`config.mk`:
```
export PLATFORM = sky130hd
export DESIGN_NAME = crc8_checked_sensor_frame_parser
export DESIGN_NICKNAME = d
export VERILOG_FILES = /design/src/hw/rtl/cfp_pkg.sv /design/src/hw/rtl/crc8_checked_sensor_frame_parser.sv /design/src/hw/rtl/cfp_frame_acc.sv /design/src/hw/rtl/cfp_out_buf.sv
export SDC_FILE = /design/constraint.sdc
export NUM_CORES = 1
export LEC_CHECK = 0
export ABC_AREA = 1
export BUFFER_PORTS_ARGS = -buffer_cell sky130_fd_sc_hd__buf_4
export CORE_MARGIN = 3
export CORE_UTILIZATION = 45
export DETAILED_ROUTE_END_ITERATION = 12
export GPL_TIMING_DRIVEN = 0
export PLACE_DENSITY = 0.6
export SYNTH_ARGS = -nofsm -noshare
export SYNTH_HDL_FRONTEND = slang
export SYNTH_SLANG_ARGS = --single-unit
```
`constraint.sdc`:
```
create_clock -name clock -period 47.7 [get_ports clock]
set_input_delay 4.77 -clock clock [delete_from_list [all_inputs] [get_ports clock]]
set_output_delay 4.77 -clock clock [all_outputs]
set_load 0.02 [all_outputs]
```
`src/hw/rtl/cfp_pkg.sv`:
```
// shared types and constants for the crc-checked sensor frame parser
package cfp_pkg;

   localparam int FRAME_BYTES = 39;
   localparam int CRC_POS     = FRAME_BYTES - 2;
   localparam int STORE_BYTES = FRAME_BYTES - 3;
   localparam int STORE_BITS  = STORE_BYTES * 8;
   localparam int POS_W       = 6;

   localparam logic [7:0] CRC_POLY = 8'h07;

   localparam logic [7:0] START_MARKER_RESET = 8'h58;
   localparam logic [7:0] END_MARKER_RESET   = 8'h0a;

   localparam int CSR_INDEX_W = 1;
   localparam logic [CSR_INDEX_W-1:0] CSR_START_MARKER = 1'b0;
   localparam logic [CSR_INDEX_W-1:0] CSR_END_MARKER   = 1'b1;

   localparam int RSP_DATA_W = 296;

   typedef enum logic [2:0] {
      STATUS_OK    = 3'd0,
      BAD_LENGTH   = 3'd1,
      BAD_START    = 3'd2,
      BAD_END      = 3'd3,
      CRC_MISMATCH = 3'd4
   } status_type;

   typedef struct packed {
      logic [31:0] temperature_bits;
      logic [31:0] gyro_z_bits;
      logic [31:0] gyro_y_bits;
      logic [31:0] gyro_x_bits;
      logic [31:0] accel_z_bits;
      logic [31:0] accel_y_bits;
      logic [31:0] accel_x_bits;
      logic [31:0] milliseconds;
      logic [31:0] seconds;
      status_type  status;
   } result_type;

endpackage

```
`src/hw/rtl/crc8_checked_sensor_frame_parser.sv`:
```
// top level of the crc-8 checked fixed-length sensor frame parser
// Usage:
//   req_* carries one frame byte per request (tdata[7:0]); req_tlast marks the
//   frame's last byte. Byte requests are taken while req_tready is high, so
//   frames of 39 bytes stream in with no gaps needed between frames.
//   rsp_* gives one result per request with tlast set: status and nine 32-bit
//   words, registered in the output register, or in the skid entry while rsp_tready is low.
//   Status order: bad length, bad start, bad end, crc mismatch; a failed frame
//   returns all data words as zero.
//   csr_* writes the start marker (index 0) and end marker (index 1).
//   Throughput: one byte per cycle while req_tready is high.
//   Stall: the result register has a one-entry skid behind it; req_tready falls
//   only while that skid entry is occupied, and rises once rsp_tready drains it.
//   Reset: frame position, crc and flags clear, markers return to 'X' and
//   newline, and both result entries empty.
module crc8_checked_sensor_frame_parser (
   input  logic                             clock,
   input  logic                             reset,
   input  logic                             req_tvalid,
   output logic                             req_tready,
   input  logic [7:0]                       req_tdata,  // [7:0] rx_byte
   input  logic                             req_tlast,  // frame_end
   output logic                             rsp_tvalid,
   input  logic                             rsp_tready,
   // [2:0] status, [34:3] seconds, [66:35] milliseconds, [98:67] accel_x_bits,
   // [130:99] accel_y_bits, [162:131] accel_z_bits, [194:163] gyro_x_bits,
   // [226:195] gyro_y_bits, [258:227] gyro_z_bits, [290:259] temperature_bits,
   // [295:291] zero
   output logic [cfp_pkg::RSP_DATA_W-1:0]   rsp_tdata,
   input  logic                             csr_we,
   input  logic [cfp_pkg::CSR_INDEX_W-1:0]  csr_index,
   input  logic [7:0]                       csr_wdata
);
   import cfp_pkg::*;

   logic [7:0] start_marker_ff, start_marker_in;
   logic [7:0] end_marker_ff, end_marker_in;
   logic       accept;
   logic       res_valid;
   result_type res;
   result_type rsp_res;

   always_comb begin
      start_marker_in = start_marker_ff;
      end_marker_in   = end_marker_ff;
      if (csr_we) begin
         unique case (csr_index)
            CSR_START_MARKER: start_marker_in = csr_wdata;
            CSR_END_MARKER:   end_marker_in   = csr_wdata;
            default:          ;
         endcase
      end
   end

   always_ff @(posedge clock) begin
      if (reset) begin
         start_marker_ff <= START_MARKER_RESET;
         end_marker_ff   <= END_MARKER_RESET;
      end else begin
         start_marker_ff <= start_marker_in;
         end_marker_ff   <= end_marker_in;
      end
   end

   assign accept = req_tvalid && req_tready;

   cfp_frame_acc u_frame_acc (
      .clock        (clock),
      .reset        (reset),
      .accept       (accept),
      .rx_byte      (req_tdata),
      .frame_end    (req_tlast),
      .start_marker (start_marker_ff),
      .end_marker   (end_marker_ff),
      .res_valid    (res_valid),
      .res          (res)
   );

   cfp_out_buf u_out_buf (
      .clock     (clock),
      .reset     (reset),
      .in_valid  (res_valid),
      .in_data   (res),
      .in_ready  (req_tready),
      .out_valid (rsp_tvalid),
      .out_ready (rsp_tready),
      .out_data  (rsp_res)
   );

   assign rsp_tdata = {5'b0,
                       rsp_res.temperature_bits,
                       rsp_res.gyro_z_bits,
                       rsp_res.gyro_y_bits,
                       rsp_res.gyro_x_bits,
                       rsp_res.accel_z_bits,
                       rsp_res.accel_y_bits,
                       rsp_res.accel_x_bits,
                       rsp_res.milliseconds,
                       rsp_res.seconds,
                       rsp_res.status};

endmodule

```
`src/hw/rtl/cfp_frame_acc.sv`:
```
// per-byte frame state: position, crc-8, markers check and payload shift line
module cfp_frame_acc (
   input  logic                clock,
   input  logic                reset,
   input  logic                accept,
   input  logic [7:0]          rx_byte,
   input  logic                frame_end,
   input  logic [7:0]          start_marker,
   input  logic [7:0]          end_marker,
   output logic                res_valid,
   output cfp_pkg::result_type res
);
   import cfp_pkg::*;

   logic [POS_W-1:0]      byte_position_ff, byte_position_in, pos_inc;
   logic [7:0]            running_crc_ff, running_crc_in;
   logic                  start_seen_ok_ff, start_seen_ok_in;
   logic [7:0]            received_crc_ff, received_crc_in;
   logic [STORE_BITS-1:0] store_ff, store_in;
   status_type            status;

   function automatic logic [7:0] crc8_update(input logic [7:0] crc, input logic [7:0] b);
      logic [7:0] c;
      c = crc ^ b;
      for (int i = 0; i < 8; i++) begin
         c = c[7] ? ((c << 1) ^ CRC_POLY) : (c << 1);
      end
      return c;
   endfunction

   // count saturates one past the frame length
   always_comb begin
      if (byte_position_ff <= POS_W'(FRAME_BYTES)) begin
         pos_inc = byte_position_ff + POS_W'(1);
      end else begin
         pos_inc = byte_position_ff;
      end
   end

   always_comb begin
      byte_position_in = byte_position_ff;
      running_crc_in   = running_crc_ff;
      start_seen_ok_in = start_seen_ok_ff;
      received_crc_in  = received_crc_ff;
      store_in         = store_ff;
      if (accept) begin
         if (byte_position_ff == '0) begin
            start_seen_ok_in = (rx_byte == start_marker);
         end
         if (byte_position_ff < POS_W'(CRC_POS)) begin
            running_crc_in = crc8_update(running_crc_ff, rx_byte);
            if (byte_position_ff != '0) begin
               // payload bytes shift down so byte 1 ends at the bottom
               store_in = {rx_byte, store_ff[STORE_BITS-1:8]};
            end
         end else if (byte_position_ff == POS_W'(CRC_POS)) begin
            received_crc_in = rx_byte;
         end
         byte_position_in = pos_inc;
         if (frame_end) begin
            byte_position_in = '0;
            running_crc_in   = '0;
            start_seen_ok_in = 1'b0;
            received_crc_in  = '0;
         end
      end
   end

   always_ff @(posedge clock) begin
      if (reset) begin
         byte_position_ff <= '0;
         running_crc_ff   <= '0;
         start_seen_ok_ff <= 1'b0;
         received_crc_ff  <= '0;
      end else begin
         byte_position_ff <= byte_position_in;
         running_crc_ff   <= running_crc_in;
         start_seen_ok_ff <= start_seen_ok_in;
         received_crc_ff  <= received_crc_in;
      end
   end

   always_ff @(posedge clock) begin
      store_ff <= store_in;
   end

   // crc and start flag are complete once the last byte sits at the final position
   always_comb begin
      priority if (pos_inc != POS_W'(FRAME_BYTES)) begin
         status = BAD_LENGTH;
      end else if (!start_seen_ok_ff) begin
         status = BAD_START;
      end else if (rx_byte != end_marker) begin
         status = BAD_END;
      end else if (running_crc_ff != received_crc_ff) begin
         status = CRC_MISMATCH;
      end else begin
         status = STATUS_OK;
      end
   end

   always_comb begin
      res        = '0;
      res.status = status;
      if (status == STATUS_OK) begin
         res.seconds          = store_ff[0   +: 32];
         res.milliseconds     = store_ff[32  +: 32];
         res.accel_x_bits     = store_ff[64  +: 32];
         res.accel_y_bits     = store_ff[96  +: 32];
         res.accel_z_bits     = store_ff[128 +: 32];
         res.gyro_x_bits      = store_ff[160 +: 32];
         res.gyro_y_bits      = store_ff[192 +: 32];
         res.gyro_z_bits      = store_ff[224 +: 32];
         res.temperature_bits = store_ff[256 +: 32];
      end
   end

   assign res_valid = accept && frame_end;

   a_pos_bound: assert property (@(posedge clock) disable iff (reset)
      byte_position_ff <= POS_W'(FRAME_BYTES + 1))
      else $error("byte position beyond saturation");

   a_clear_after_end: assert property (@(posedge clock) disable iff (reset)
      accept && frame_end |=> byte_position_ff == '0 && running_crc_ff == '0
                              && !start_seen_ok_ff)
      else $error("frame state not cleared after last byte");

   a_ok_needs_full: assert property (@(posedge clock) disable iff (reset)
      res_valid && status == STATUS_OK |-> byte_position_ff == POS_W'(FRAME_BYTES - 1)
                                           && start_seen_ok_ff)
      else $error("good status without a complete frame");

endmodule

```
`src/hw/rtl/cfp_out_buf.sv`:
```
// result register with a skid entry that holds one further result while the receiver stalls
module cfp_out_buf (
   input  logic                clock,
   input  logic                reset,
   input  logic                in_valid,
   input  cfp_pkg::result_type in_data,
   output logic                in_ready,
   output logic                out_valid,
   input  logic                out_ready,
   output cfp_pkg::result_type out_data
);
   import cfp_pkg::*;

   logic       out_valid_ff, out_valid_in;
   logic       skid_valid_ff, skid_valid_in;
   result_type out_data_ff, out_data_in;
   result_type skid_data_ff, skid_data_in;

   always_comb begin
      out_valid_in  = out_valid_ff;
      out_data_in   = out_data_ff;
      skid_valid_in = skid_valid_ff;
      skid_data_in  = skid_data_ff;
      if (out_ready || !out_valid_ff) begin
         if (skid_valid_ff) begin
            out_valid_in  = 1'b1;
            out_data_in   = skid_data_ff;
            skid_valid_in = 1'b0;
         end else begin
            out_valid_in = in_valid;
            out_data_in  = in_data;
         end
      end else if (in_valid) begin
         skid_valid_in = 1'b1;
         skid_data_in  = in_data;
      end
   end

   always_ff @(posedge clock) begin
      if (reset) begin
         out_valid_ff  <= 1'b0;
         skid_valid_ff <= 1'b0;
      end else begin
         out_valid_ff  <= out_valid_in;
         skid_valid_ff <= skid_valid_in;
      end
   end

   always_ff @(posedge clock) begin
      out_data_ff  <= out_data_in;
      skid_data_ff <= skid_data_in;
   end

   assign in_ready  = !skid_valid_ff;
   assign out_valid = out_valid_ff;
   assign out_data  = out_data_ff;

   a_skid_behind_out: assert property (@(posedge clock) disable iff (reset)
      skid_valid_ff |-> out_valid_ff)
      else $error("skid entry held with empty output register");

   a_no_overrun: assert property (@(posedge clock) disable iff (reset)
      in_valid |-> !skid_valid_ff)
      else $error("result arrived with both entries full");

   a_skid_drains: assert property (@(posedge clock) disable iff (reset)
      skid_valid_ff && out_ready |=> out_valid_ff && !skid_valid_ff)
      else $error("skid entry not moved to output");

endmodule
```
After elaboration in Yosys (flattened, before gate mapping)
Cells that the tools add are included.

Register bits after elaboration: 911. Bits of input ports: 23. Output and inout bits: 298. Logic and storage cells: 92.

Reduce and logical (&&, ||, !) cells: 19. $lt $le $gt $ge: 2. $add $sub $neg: 1. Multiplexer cells: 24. Eq/ne operators: 6. Bitwise gates (word level): 11.

Operator list (count): 2-to-1 mux 291 bit (1); 2-to-1 mux 288 bit (1); 2-to-1 mux 8 bit (5); 2-to-1 mux 3 bit (12); NOT 3 bit (8); != test 8 bit (2); 2-to-1 mux 6 bit (2); AND reduction 2 bit (5); equality test 8 bit (1); XOR 8 bit (1); adder 6 x 1 -> 6 bit (second input constant) (1); equality test 6 bit (second input constant) (1); <= comparator 6 bit (second input constant) (1); zero test 6 bit (1); < comparator 6 bit (second input constant) (1); != test 6 bit (second input constant) (1); AND reduction 3 bit (2); nonzero test 2 bit (3); nonzero test 6 bit (1); zero test 3 bit (1); 2-to-1 mux 1 bit (3); logical AND 1 bit (2); zero test 1 bit (2); != test 2 bit (second input constant) (1); 3 further kinds (4).

Longest topological paths before layout
Gate-level depths: netlist of run 1.

Depth after elaboration: 19. Depth in mapped cells: 13.

By module
Synthesis of run 1 repeated with hierarchy kept, for this count alone.

Cell total of the unflattened synthesis: 2781. Area total of the unflattened synthesis: 34764.6 sq um.

Modules (own cells, without submodules): cfp_out_buf (sequential area each 17516.8 sq um, instances 1, area an instance 21359.2 sq um, cells each 1533); cfp_frame_acc (sequential area each 9108.7 sq um, instances 1, area an instance 12744.7 sq um, cells each 1157); crc8_checked_sensor_frame_parser (sequential area each 320.3 sq um, instances 1, area an instance 660.6 sq um, cells each 91).

Least setup slack after synthesis of run 1
Ideal clock, no wire load.

Kind: input-to-reg. Start: input rsp_tready. End: register u_out_buf.skid_data_ff[0] in the netlist's numbering (enable). Setup slack: 9862 ps. Arrival: 34217 ps. Cell stages on the path: 3. Required time: 44079 ps. Path through: inv_1 nand2_1 nor2_1.

Word-level cells in the longest chain between the ends: 3.

RTL lines: start, declared (RTL line crc8_checked_sensor_frame_parser.sv:24) `input logic rsp_tready,`; logical OR 1 bit (RTL line cfp_out_buf.sv:24) `if (out_ready || !out_valid_ff) begin`; NOT 1 bit (no line); AND reduction 2 bit (no line); end signal, assigned (RTL line cfp_out_buf.sv:51) `skid_data_ff <= skid_data_in;`; end, declared (RTL line cfp_out_buf.sv:17) `result_type skid_data_ff, skid_data_in;`.

Every way passes these cells. A chain may end at the register's enable or synchronous reset.

Worst setup path in the final report of run 1
Start: register u_out_buf.skid_valid_ff. End: output req_tready.

Word-level cells in the longest chain between the ends: 1.

RTL lines: start, declared (RTL line cfp_out_buf.sv:15) `logic skid_valid_ff, skid_valid_in;`; start signal, assigned (RTL line cfp_out_buf.sv:45) `skid_valid_ff <= skid_valid_in;`; zero test 1 bit (RTL line cfp_out_buf.sv:54) `assign in_ready = !skid_valid_ff;`; end, declared (RTL line crc8_checked_sensor_frame_parser.sv:20) `output logic req_tready,`.

Every way passes these cells.

==> results of run 1 <==
[final cells by class]
class / instances / area [sq um]
buffer: 171 / 888
timing repair buffer: 339 / 2910
tap: 1040 / 1300
multi-input combinational: 1443 / 6480
sequential: 911 / 26900
clock inverter: 52 / 433
inverter: 331 / 1240
clock buffer: 112 / 2440
fill: 6560 / 35200
[kinds of logic (layout without fill, tap and decap cells)]
kind of cell / after synthesis / after routing / synth area share
other cells: 1 / 5 / 0.000106
flops: 911 / 911 / 0.759
buf+inv: 502 / 1005 / 0.0600
compound gates: 340 / 340 / 0.0482
fa+ha+maj: 4 / 4 / 0.00141
xor+xnor: 28 / 28 / 0.00690
simple gates: 1066 / 1066 / 0.125
[metal layers]
layer | routed length [um] | part of all wire | GRT usage | vias up
met5 | 8 | 0.000096 | 0 | -
met4 | 1560 | 0.019 | 0.0528 | 2
met3 | 5690 | 0.068 | 0.0397 | 108
met2 | 40800 | 0.49 | 0.331 | 728
met1 | 35600 | 0.43 | 0.273 | 10956
li1 | - | - | - | 10608
[state kept, by name (all words and copies together) (netlist names)]
signal / cells
u_out_buf.out_data: 291
u_out_buf.skid_data_ff: 291
u_frame_acc.store_ff: 288
end_marker_ff: 8
start_marker_ff: 8
u_frame_acc.received_crc_ff: 8
u_frame_acc.running_crc_ff: 8
u_frame_acc.byte_position_ff: 6
u_frame_acc.start_seen_ok_ff: 1
u_out_buf.out_valid: 1
u_out_buf.skid_valid_ff: 1
[through the flow]
step                      power (mW)  hold WS, ps  instances  cell area (sq um)  utilization
after floorplan                0.960          441       2856              35500            -
after global placement         0.995          458       4211              39200        0.504
after detailed placement       0.986          461       4235              39800        0.511
after CTS                       1.68          470       4399              42600        0.548
after global routing            1.72          495       4399              42600        0.548
final                           1.66          469       4399              42600        0.548
[cells in the mapped netlist, types with 8 or more instances]
cell / count / area (sq um)
nor2_1: 612 / 2300
dfxtp_1: 41 / 821
clkbuf_1: 74 / 278
buf_2: 44 / 220
inv_1: 325 / 1220
nand3_1: 308 / 1540
buf_4: 49 / 368
o21ai_0: 16 / 80.1
edfxtp_1: 870 / 26100
nand2_1: 132 / 495
xor2_1: 8 / 70.1
a21oi_1: 318 / 1590
xnor2_1: 20 / 175
[power breakdown]
group	total, mW	internal [mW]	switching, mW
Sequential	0.905	0.892	0.0126
Combinational	0.0638	0.0227	0.0411
Clock	0.695	0.400	0.295
[critical path: cells and delay by family (launching register included)]
kind | cells | cell delay (ps)
buffers and inverters | 4 | 1550
flip-flops | 1 | 340
[path summary, 6_finish.rpt]
path	depth (start not counted)	from	slack (ps)	end
hold / removal	2	end_marker_ff[2]$_SDFFE_PP0P_	470	end_marker_ff[2]$_SDFFE_PP0P_
setup reg to reg	9	u_out_buf.skid_valid_ff$_SDFFE_PP0P_	44800	u_out_buf.skid_data_ff[205]$_DFFE_PP_
hold reg to reg	2	end_marker_ff[2]$_SDFFE_PP0P_	470	end_marker_ff[2]$_SDFFE_PP0P_
setup / recovery	4	u_out_buf.skid_valid_ff$_SDFFE_PP0P_	40420	req_tready
==> results.yml, run 1 <==
status:
  status: "finished, final reports clean"
sta:
  setup_slack_ps: 40420
  min_period_ps: 7280
  slew_headroom: 0.382
  fin_crit_sh: 0.153
  hold_viol_final: 0
  slew_viol_final: 0
  rsz0062_at_grt: "false"
  worst_clock_skew_ps: 22.8
  finalSetupViolCount: 0
  tightest_slew_ps: 927
  fmax_ghz: 0.137
  final.setup.tns_ps: 0
route:
  drtIter0Drc: 2180
  drt-wirelength-per-cell_um: 19.0
  routed_wl_mm: 83.7
  ant_nets: 0
  vias: 22402
  avgViaCountPerCell: 5.09
  dr.pass1.iters: 6
  drc_errors: 0
cts:
  clk_pin_slew_worst_paths_ps: 60
  post-cts-setup-buffers: 0
  clock_sinks: 911
  cts-root-to-sink-buffers: 3
  cts_resized: 0
  cts_buffers: 92
  cts_hold_buf: 0
  clk_latency_ps: 630
  cts_root_buffer: "clkbuf_16"
  htree_levels: 3
  cts_tree: "done"
cells_and_area:
  nNetsFinal: 3316
  diodes: 0
  layout-area-overhead-vs-synth_pct: 20.0
  mostFrequentLayoutCells: "edfxtp_1, nor2_1, buf_4, inv_1, a21oi_1"
  drive_gt1_frac: 0.172
  final_common_cell: "edfxtp_1"
worst_setup_path:
  critPathKind: "reg2out"
  worst_ep_required_time_ps: 42930
  arrival_ps: 2510
  crit_slowest_cell: "clkbuf_1"
  end_kind: "output pin"
  start_kind: "flop"
  cp_common_cell: "clkbuf_1"
  crit_path_max_fanout: 10
  crit_chain: "inv_2, clkbuf_1, clkbuf_1, buf_4"
  cpPeakStageDelay_ps: 610
logic_synthesis:
  ys.flop_type: "edfxtp_1"
  synthCells: 2852
  ys_seq_elements: 911
  syn_area_sq_um: 35500
  synth.distinct_cells: 31
  ys_warn_count: 0
  syn_avg_cell_area_sq_um: 12.5
  synth_edf_count: 870
  seq_area_frac_synth: 0.759
  async_reset_ff_frac: 0
pwr:
  vdd_ir_drop_max_uv: 32.7
  powerDensity_nw_per_um2: 39.0
  leakage_nw: 16.2
die:
  placementRows: 102
  start_util: 0.456
  num_io_pins: 321
  die_h_um: 287
  core_area_sq_um: 77800
  dieArea_sq_um: 82300
  die_w_um: 287
hold_path:
  hp-class: "reg2reg"
global_routing:
  grtUsageTotal: 0.200
  antenna_found_initial: 1
  grt_max_degree: 74
  grt_pass1_wl_mm: 128
  globalRouteOverflowTotal: 0
  grt_pass1_vias: 21873
placement:
  pre_cts_slack_ps: 40200
  numPortBuffers: 315
  place.detailed.hpwl_mm: 55.9
  routabilityCongestion: 0.824
flow_run:
  cap_violations: 0
Power figures use the tool's default switching activity.
==> inputs of run 2 (changes only) <==
==> constraint.sdc (replaced) <==
create_clock -name clock -period 6.9 [get_ports clock]
set_input_delay 0.69 -clock clock [delete_from_list [all_inputs] [get_ports clock]]
set_output_delay 0.69 -clock clock [all_outputs]
set_load 0.02 [all_outputs]
==> results.yml, run 2 (synthesis gave the netlist of run 1 again) <==
cts:
  cts_hold_buf: 0
  clk_pin_slew_worst_paths_ps: 60
  cts_buffers: 92
  cts_resized: 0
  clock_sinks: 911
  cts-root-to-sink-buffers: 3
  post-cts-setup-buffers: 0
  htree_levels: 3
  cts_root_buffer: "clkbuf_16"
  cts_tree: "done"
  clk_latency_ps: 630
worst_setup_path:
  crit_buf_inv: 4
  path_delay_family: "buffers and inverters"
  startpoint: "u_out_buf.skid_valid_ff$_SDFFE_PP0P_"
  crit_path_max_fanout: 10
  cpPeakStageDelay_ps: 650
  critPathKind: "reg2out"
  crit_chain: "inv_2, clkbuf_1, clkbuf_1, buf_4"
  cp_common_cell: "clkbuf_1"
  start_kind: "flop"
  worst_ep_required_time_ps: 6210
  crit_slowest_cell: "clkbuf_1"
  end_kind: "output pin"
  arrival_ps: 2580
  regToRegStartpoint: "u_out_buf.skid_valid_ff$_SDFFE_PP0P_"
cells_and_area:
  layout-area-overhead-vs-synth_pct: 20.5
  diodes: 0
  drive_gt1_frac: 0.174
  final_common_cell: "edfxtp_1"
  postLayoutCoreUtil: 0.550
  nNetsFinal: 3315
  mostFrequentLayoutCells: "edfxtp_1, nor2_1, buf_4, inv_1, a21oi_1"
sta:
  slew_viol_final: 0
  fmax_ghz: 0.306
  hold_viol_final: 0
  fin_crit_sh: 0.474
  slew_headroom: 0.377
  min_period_ps: 3270
  hold_ws_ps: 263
  final.setup.tns_ps: 0
  finalSetupViolCount: 0
  worst_clock_skew_ps: 28.5
  setup_slack_ps: 3630
  tightest_slew_ps: 934
  rsz0062_at_grt: "false"
hold_path:
  hp-class: "in2reg"
  hold_start: "req_tdata[6]"
route:
  routed_wl_mm: 84.2
  dr.pass1.iters: 6
  drc_errors: 0
  vias: 22574
  avgViaCountPerCell: 5.13
  drt-wirelength-per-cell_um: 19.1
  drtIter0Drc: 2147
  ant_nets: 0
global_routing:
  grt_pass1_wl_mm: 128
  globalRouteOverflowTotal: 0
  antenna_found_initial: 2
  grtUsageTotal: 0.202
  grt_pass1_vias: 21936
  grt_max_degree: 126
flow_run:
  cap_violations: 0
placement:
  routabilityCongestion: 0.843
  pre_cts_slack_ps: 3350
  numPortBuffers: 315
  place.detailed.hpwl_mm: 56.6
die:
  die_h_um: 287
  placementRows: 102
  num_io_pins: 321
  start_util: 0.456
  die_w_um: 287
  dieArea_sq_um: 82300
  core_area_sq_um: 77800
status:
  status: "finished, final reports clean"
pwr:
  powerDensity_nw_per_um2: 275
  vdd_ir_drop_max_uv: 178
  leakage_nw: 16.2
==> run 2: cell count changes in the layout (fill, tap and decap cells not counted), sizes merged <==
cell / delta
bufinv: +6
clkinv: +5
clkbuf: -3
clkinvlp: -2
buf: -1
==> run 2: power breakdown <==
part / total, mW / internal, mW / switching [mW]
Clock: 5.07 / 2.98 / 2.09
Sequential: 6.26 / 6.17 / 0.0879
Combinational: 0.442 / 0.158 / 0.284
Total: 11.8 / 9.30 / 2.46
==> run 2: final timing paths <==
path                                      endpoint  slack, ps  cells past startpoint
max reg2reg  u_out_buf.skid_data_ff[145]$_DFFE_PP_       3750                     10
min            u_frame_acc.store_ff[286]$_DFFE_PP_        260                      1
min reg2reg     u_frame_acc.store_ff[33]$_DFFE_PP_        470                      0
max                                     req_tready       3630                      4
==> run 2: metrics by stage <==
stage          instances  power [mW]  area (sq um)
4_1_cts             4404        11.9         42800
3_5_place_dp        4234        6.82         39800
5_1_grt             4404        12.2         42800
6_report            4404        11.8         42800
2_1_floorplan       2856        6.60         35600
3_3_place_gp        4211        6.82         39200
==> run 2: layer usage <==
| layer | vias up | track usage | routed length [um] | share of wire |
|---|---|---|---|---|
| li1 | 10605 | - | - | - |
| met3 | 137 | 0.0407 | 6140 | 0.073 |
| met1 | 11041 | 0.276 | 35400 | 0.42 |
| met2 | 789 | 0.323 | 40300 | 0.48 |
| met4 | 2 | 0.0715 | 2310 | 0.027 |
| met5 | - | 0 | 7 | 0.000083 |
==> run 2: layout make-up <==
cell class	instances	area, sq um
buffer	171	888
clock buffer	109	2400
clock inverter	61	667
fill	6446	35000
inverter	331	1250
multi-input combinational	1443	6490
sequential	911	26900
tap	1040	1300
timing repair buffer	338	2880
==> run 2: worst register-to-register path: cells and delay by family (launching register included) <==
| family | cells | cell delay (ps) |
|---|---|---|
| flops | 1 | 330 |
| buf+inv | 7 | 1620 |
| simple gates | 3 | 900 |
==> inputs of run 3 (changes only) <==
--- a/config.mk
+++ b/config.mk
@@ -5,13 +5,13 @@
 export SDC_FILE = /design/constraint.sdc
 export NUM_CORES = 1
 export LEC_CHECK = 0
-export ABC_AREA = 1
+export ABC_AREA = 0
 export BUFFER_PORTS_ARGS = -buffer_cell sky130_fd_sc_hd__buf_4
 export CORE_MARGIN = 3
 export CORE_UTILIZATION = 45
 export DETAILED_ROUTE_END_ITERATION = 12
 export GPL_TIMING_DRIVEN = 0
-export PLACE_DENSITY = 0.6
+export PLACE_DENSITY = 0.63
 export SYNTH_ARGS = -nofsm -noshare
 export SYNTH_HDL_FRONTEND = slang
 export SYNTH_SLANG_ARGS = --single-unit
==> constraint.sdc (replaced) <==
create_clock -name clock -period 2.8 [get_ports clock]
set_input_delay 0.28 -clock clock [delete_from_list [all_inputs] [get_ports clock]]
set_output_delay 0.28 -clock clock [all_outputs]
set_load 0.02 [all_outputs]
==> results.yml, run 3 <==
logic_synthesis:
  syn_avg_cell_area_sq_um: 14.1
  ys_top_cells_by_count: "edfxtp_1, nand2_1, nand3_1, and3_1, o21ai_0"
  synth_edf_count: 870
  synth.distinct_cells: 52
  yosysTopAreaCell: "edfxtp_1"
  synth_area_leaders: "edfxtp_1, and3_1, nand3_1, o21ai_0, nand2_1"
  synthCells: 2510
  ys_seq_elements: 911
  synth_most_common_cell: "edfxtp_1"
  seq_area_frac_synth: 0.763
  synth_top_cell_area_share: 0.739
  async_reset_ff_frac: 0
  ys.flop_type: "edfxtp_1"
  ys_warn_count: 0
  syn_area_sq_um: 35300
cells_and_area:
  nNetsFinal: 3019
  drive_gt1_frac: 0.198
  diodes: 0
  fill_cells: 6312
  mostFrequentLayoutCells: "edfxtp_1, nand2_1, buf_4, nand3_1, and3_1"
  final_common_cell: "edfxtp_1"
  layout-area-overhead-vs-synth_pct: 21.6
pwr:
  p_int_mw: 22.6
  p_sw_frac: 0.246
  power_frac_clock: 0.383
  p_sw_mw: 7.37
  comb_power_share: 0.106
  leakage_nw: 17.2
  p_seq_frac: 0.511
  vdd_ir_drop_max_uv: 429
  powerDensity_nw_per_um2: 697
global_routing:
  globalRouteOverflowTotal: 0
  grtUsageTotal: 0.204
  antenna_found_initial: 0
  grt_pass1_wl_mm: 130
  grt_pass1_vias: 21681
  grt_max_degree: 79
sta:
  slew_headroom: 0.446
  fmax_ghz: 0.366
  fin_crit_sh: 0.977
  finalSetupViolCount: 0
  tightest_slew_ps: 831
  hold_viol_final: 0
  final.setup.tns_ps: 0
  rsz0062_at_grt: "true"
  worst_clock_skew_ps: 20.5
  hold_ws_ps: 54.9
  min_period_ps: 2730
  slew_viol_final: 0
die:
  die_h_um: 286
  start_util: 0.455
  core_area_sq_um: 77600
  dieArea_sq_um: 81900
  num_io_pins: 321
  die_w_um: 286
  placementRows: 102
status:
  status: "finished, final reports clean"
placement:
  numPortBuffers: 313
  place.detailed.hpwl_mm: 59.0
  routabilityCongestion: 0.851
worst_setup_path:
  start_kind: "flop"
  arrival_ps: 3110
  critPathKind: "reg2reg"
  crit_path_max_fanout: 10
  worst_ep_required_time_ps: 3170
  end_kind: "flop"
cts:
  clk_pin_slew_worst_paths_ps: 60
  cts_tree: "done"
  cts-root-to-sink-buffers: 3
  clock_sinks: 911
  cts_root_buffer: "clkbuf_16"
  cts_buffers: 93
  htree_levels: 3
  clk_latency_ps: 620
flow_run:
  cap_violations: 0
hold_path:
  hp-class: "in2reg"
route:
  drc_errors: 0
  dr.pass1.iters: 5
  vias: 22195
  drt-wirelength-per-cell_um: 20.9
  routed_wl_mm: 85.6
  ant_nets: 0
  avgViaCountPerCell: 5.41
  drtIter0Drc: 2065
-- run 3: cell count changes in the layout (fill, tap and decap cells not counted), moves of 50 or more --
cell	before	now
nor2_1	610	29
and3_1	0	289
a21oi_1	318	17
nand2_1	131	332
clkbuf_1	89	139
inv_1	324	4
o21ai_0	16	244
-- run 3: through the flow --
stage / instance area [sq um] / setup slack, ps / util / power, mW / instances
2_1_floorplan: 35400 / -20940 / - / 17.5 / 2514
3_3_place_gp: 39000 / -31340 / 0.503 / 18.6 / 3867
3_5_place_dp: 39900 / -821 / 0.514 / 18.7 / 3917
4_1_cts: 42900 / 4.72 / 0.553 / 30.2 / 4103
5_1_grt: 43000 / -45.3 / 0.554 / 31.1 / 4102
6_report: 43000 / 65.7 / 0.554 / 30.0 / 4102
-- run 3: logic make-up (layout without fill, tap and decap cells) --
logic type,Yosys count,in the layout,synth area share
and+or+nand+nor,981,983,0.138
DFF,911,911,0.763
AOI/OAI and AO/OA,343,343,0.0516
buffers and inverters,222,768,0.0331
xor gates and xnor gates,45,45,0.0119
adders and majority gates,4,4,0.00142
muxes,3,3,0.000885
other,1,5,0.000106
-- run 3: timing repair --
item	in CTS	in global routing
setup endpoints to repair	654	163
pin swaps	3	1
gates cloned	2	0
hold buffers	17	0
hold endpoints to repair	30	0
setup buffers	4	0
resized for setup	35	73
-- run 3: path summary, 6_finish.rpt --
check / start / end / slack [ps] / depth (start not counted)
setup / recovery: u_frame_acc.byte_position_ff[1]$_SDFFE_PP0P_ / u_out_buf.out_data[15]$_DFFE_PP_ / 70 / 9
hold / removal: req_tlast / u_frame_acc.byte_position_ff[5]$_SDFFE_PP0P_ / 50 / 2
setup reg to reg: u_frame_acc.byte_position_ff[1]$_SDFFE_PP0P_ / u_out_buf.out_data[15]$_DFFE_PP_ / 70 / 9
hold reg to reg: start_marker_ff[2]$_SDFFE_PP0P_ / start_marker_ff[2]$_SDFFE_PP0P_ / 470 / 2
-- run 3: power by group through the flow --
stage | Clock [mW] | Sequential [mW] | Combinational [mW]
after floorplan | 0 | 15.8 | 1.74
after global placement | 0 | 15.7 | 2.92
after detailed placement | 0 | 15.6 | 3.07
after CTS | 11.7 | 15.3 | 3.15
after global routing | 12.3 | 15.3 | 3.48
final | 11.5 | 15.3 | 3.17
-- run 3: final cells by class --
type | instances | area [sq um] | share of cell area
Buffer | 214 | 1210 | 0.0281
Clock buffer | 116 | 2450 | 0.0569
Clock inverter | 49 | 353 | 0.00821
Inverter | 6 | 22.5 | 0.000524
Multi-Input combinational cell | 1383 | 7300 | 0.170
Sequential cell | 911 | 27000 | 0.627
Tap cell | 1040 | 1300 | 0.0303
Timing Repair Buffer | 383 | 3390 | 0.0789
-- run 3: routing by layer --
metal | global-route usage | part of all wire
met5 | 0 | 0
met2 | 0.341 | 0.49
met1 | 0.275 | 0.42
met4 | 0.0640 | 0.026
met3 | 0.0360 | 0.069
-- run 3: critical path: stages (launching register included) --
cell and delay (ps):
dfxtp_1 400, inv_2 70, ha_1 300, nor2b_1 170
mux2i_1 120, a211oi_2 300, nand3_4 240, buf_4 240
clkbuf_1 200, o21ai_0 430
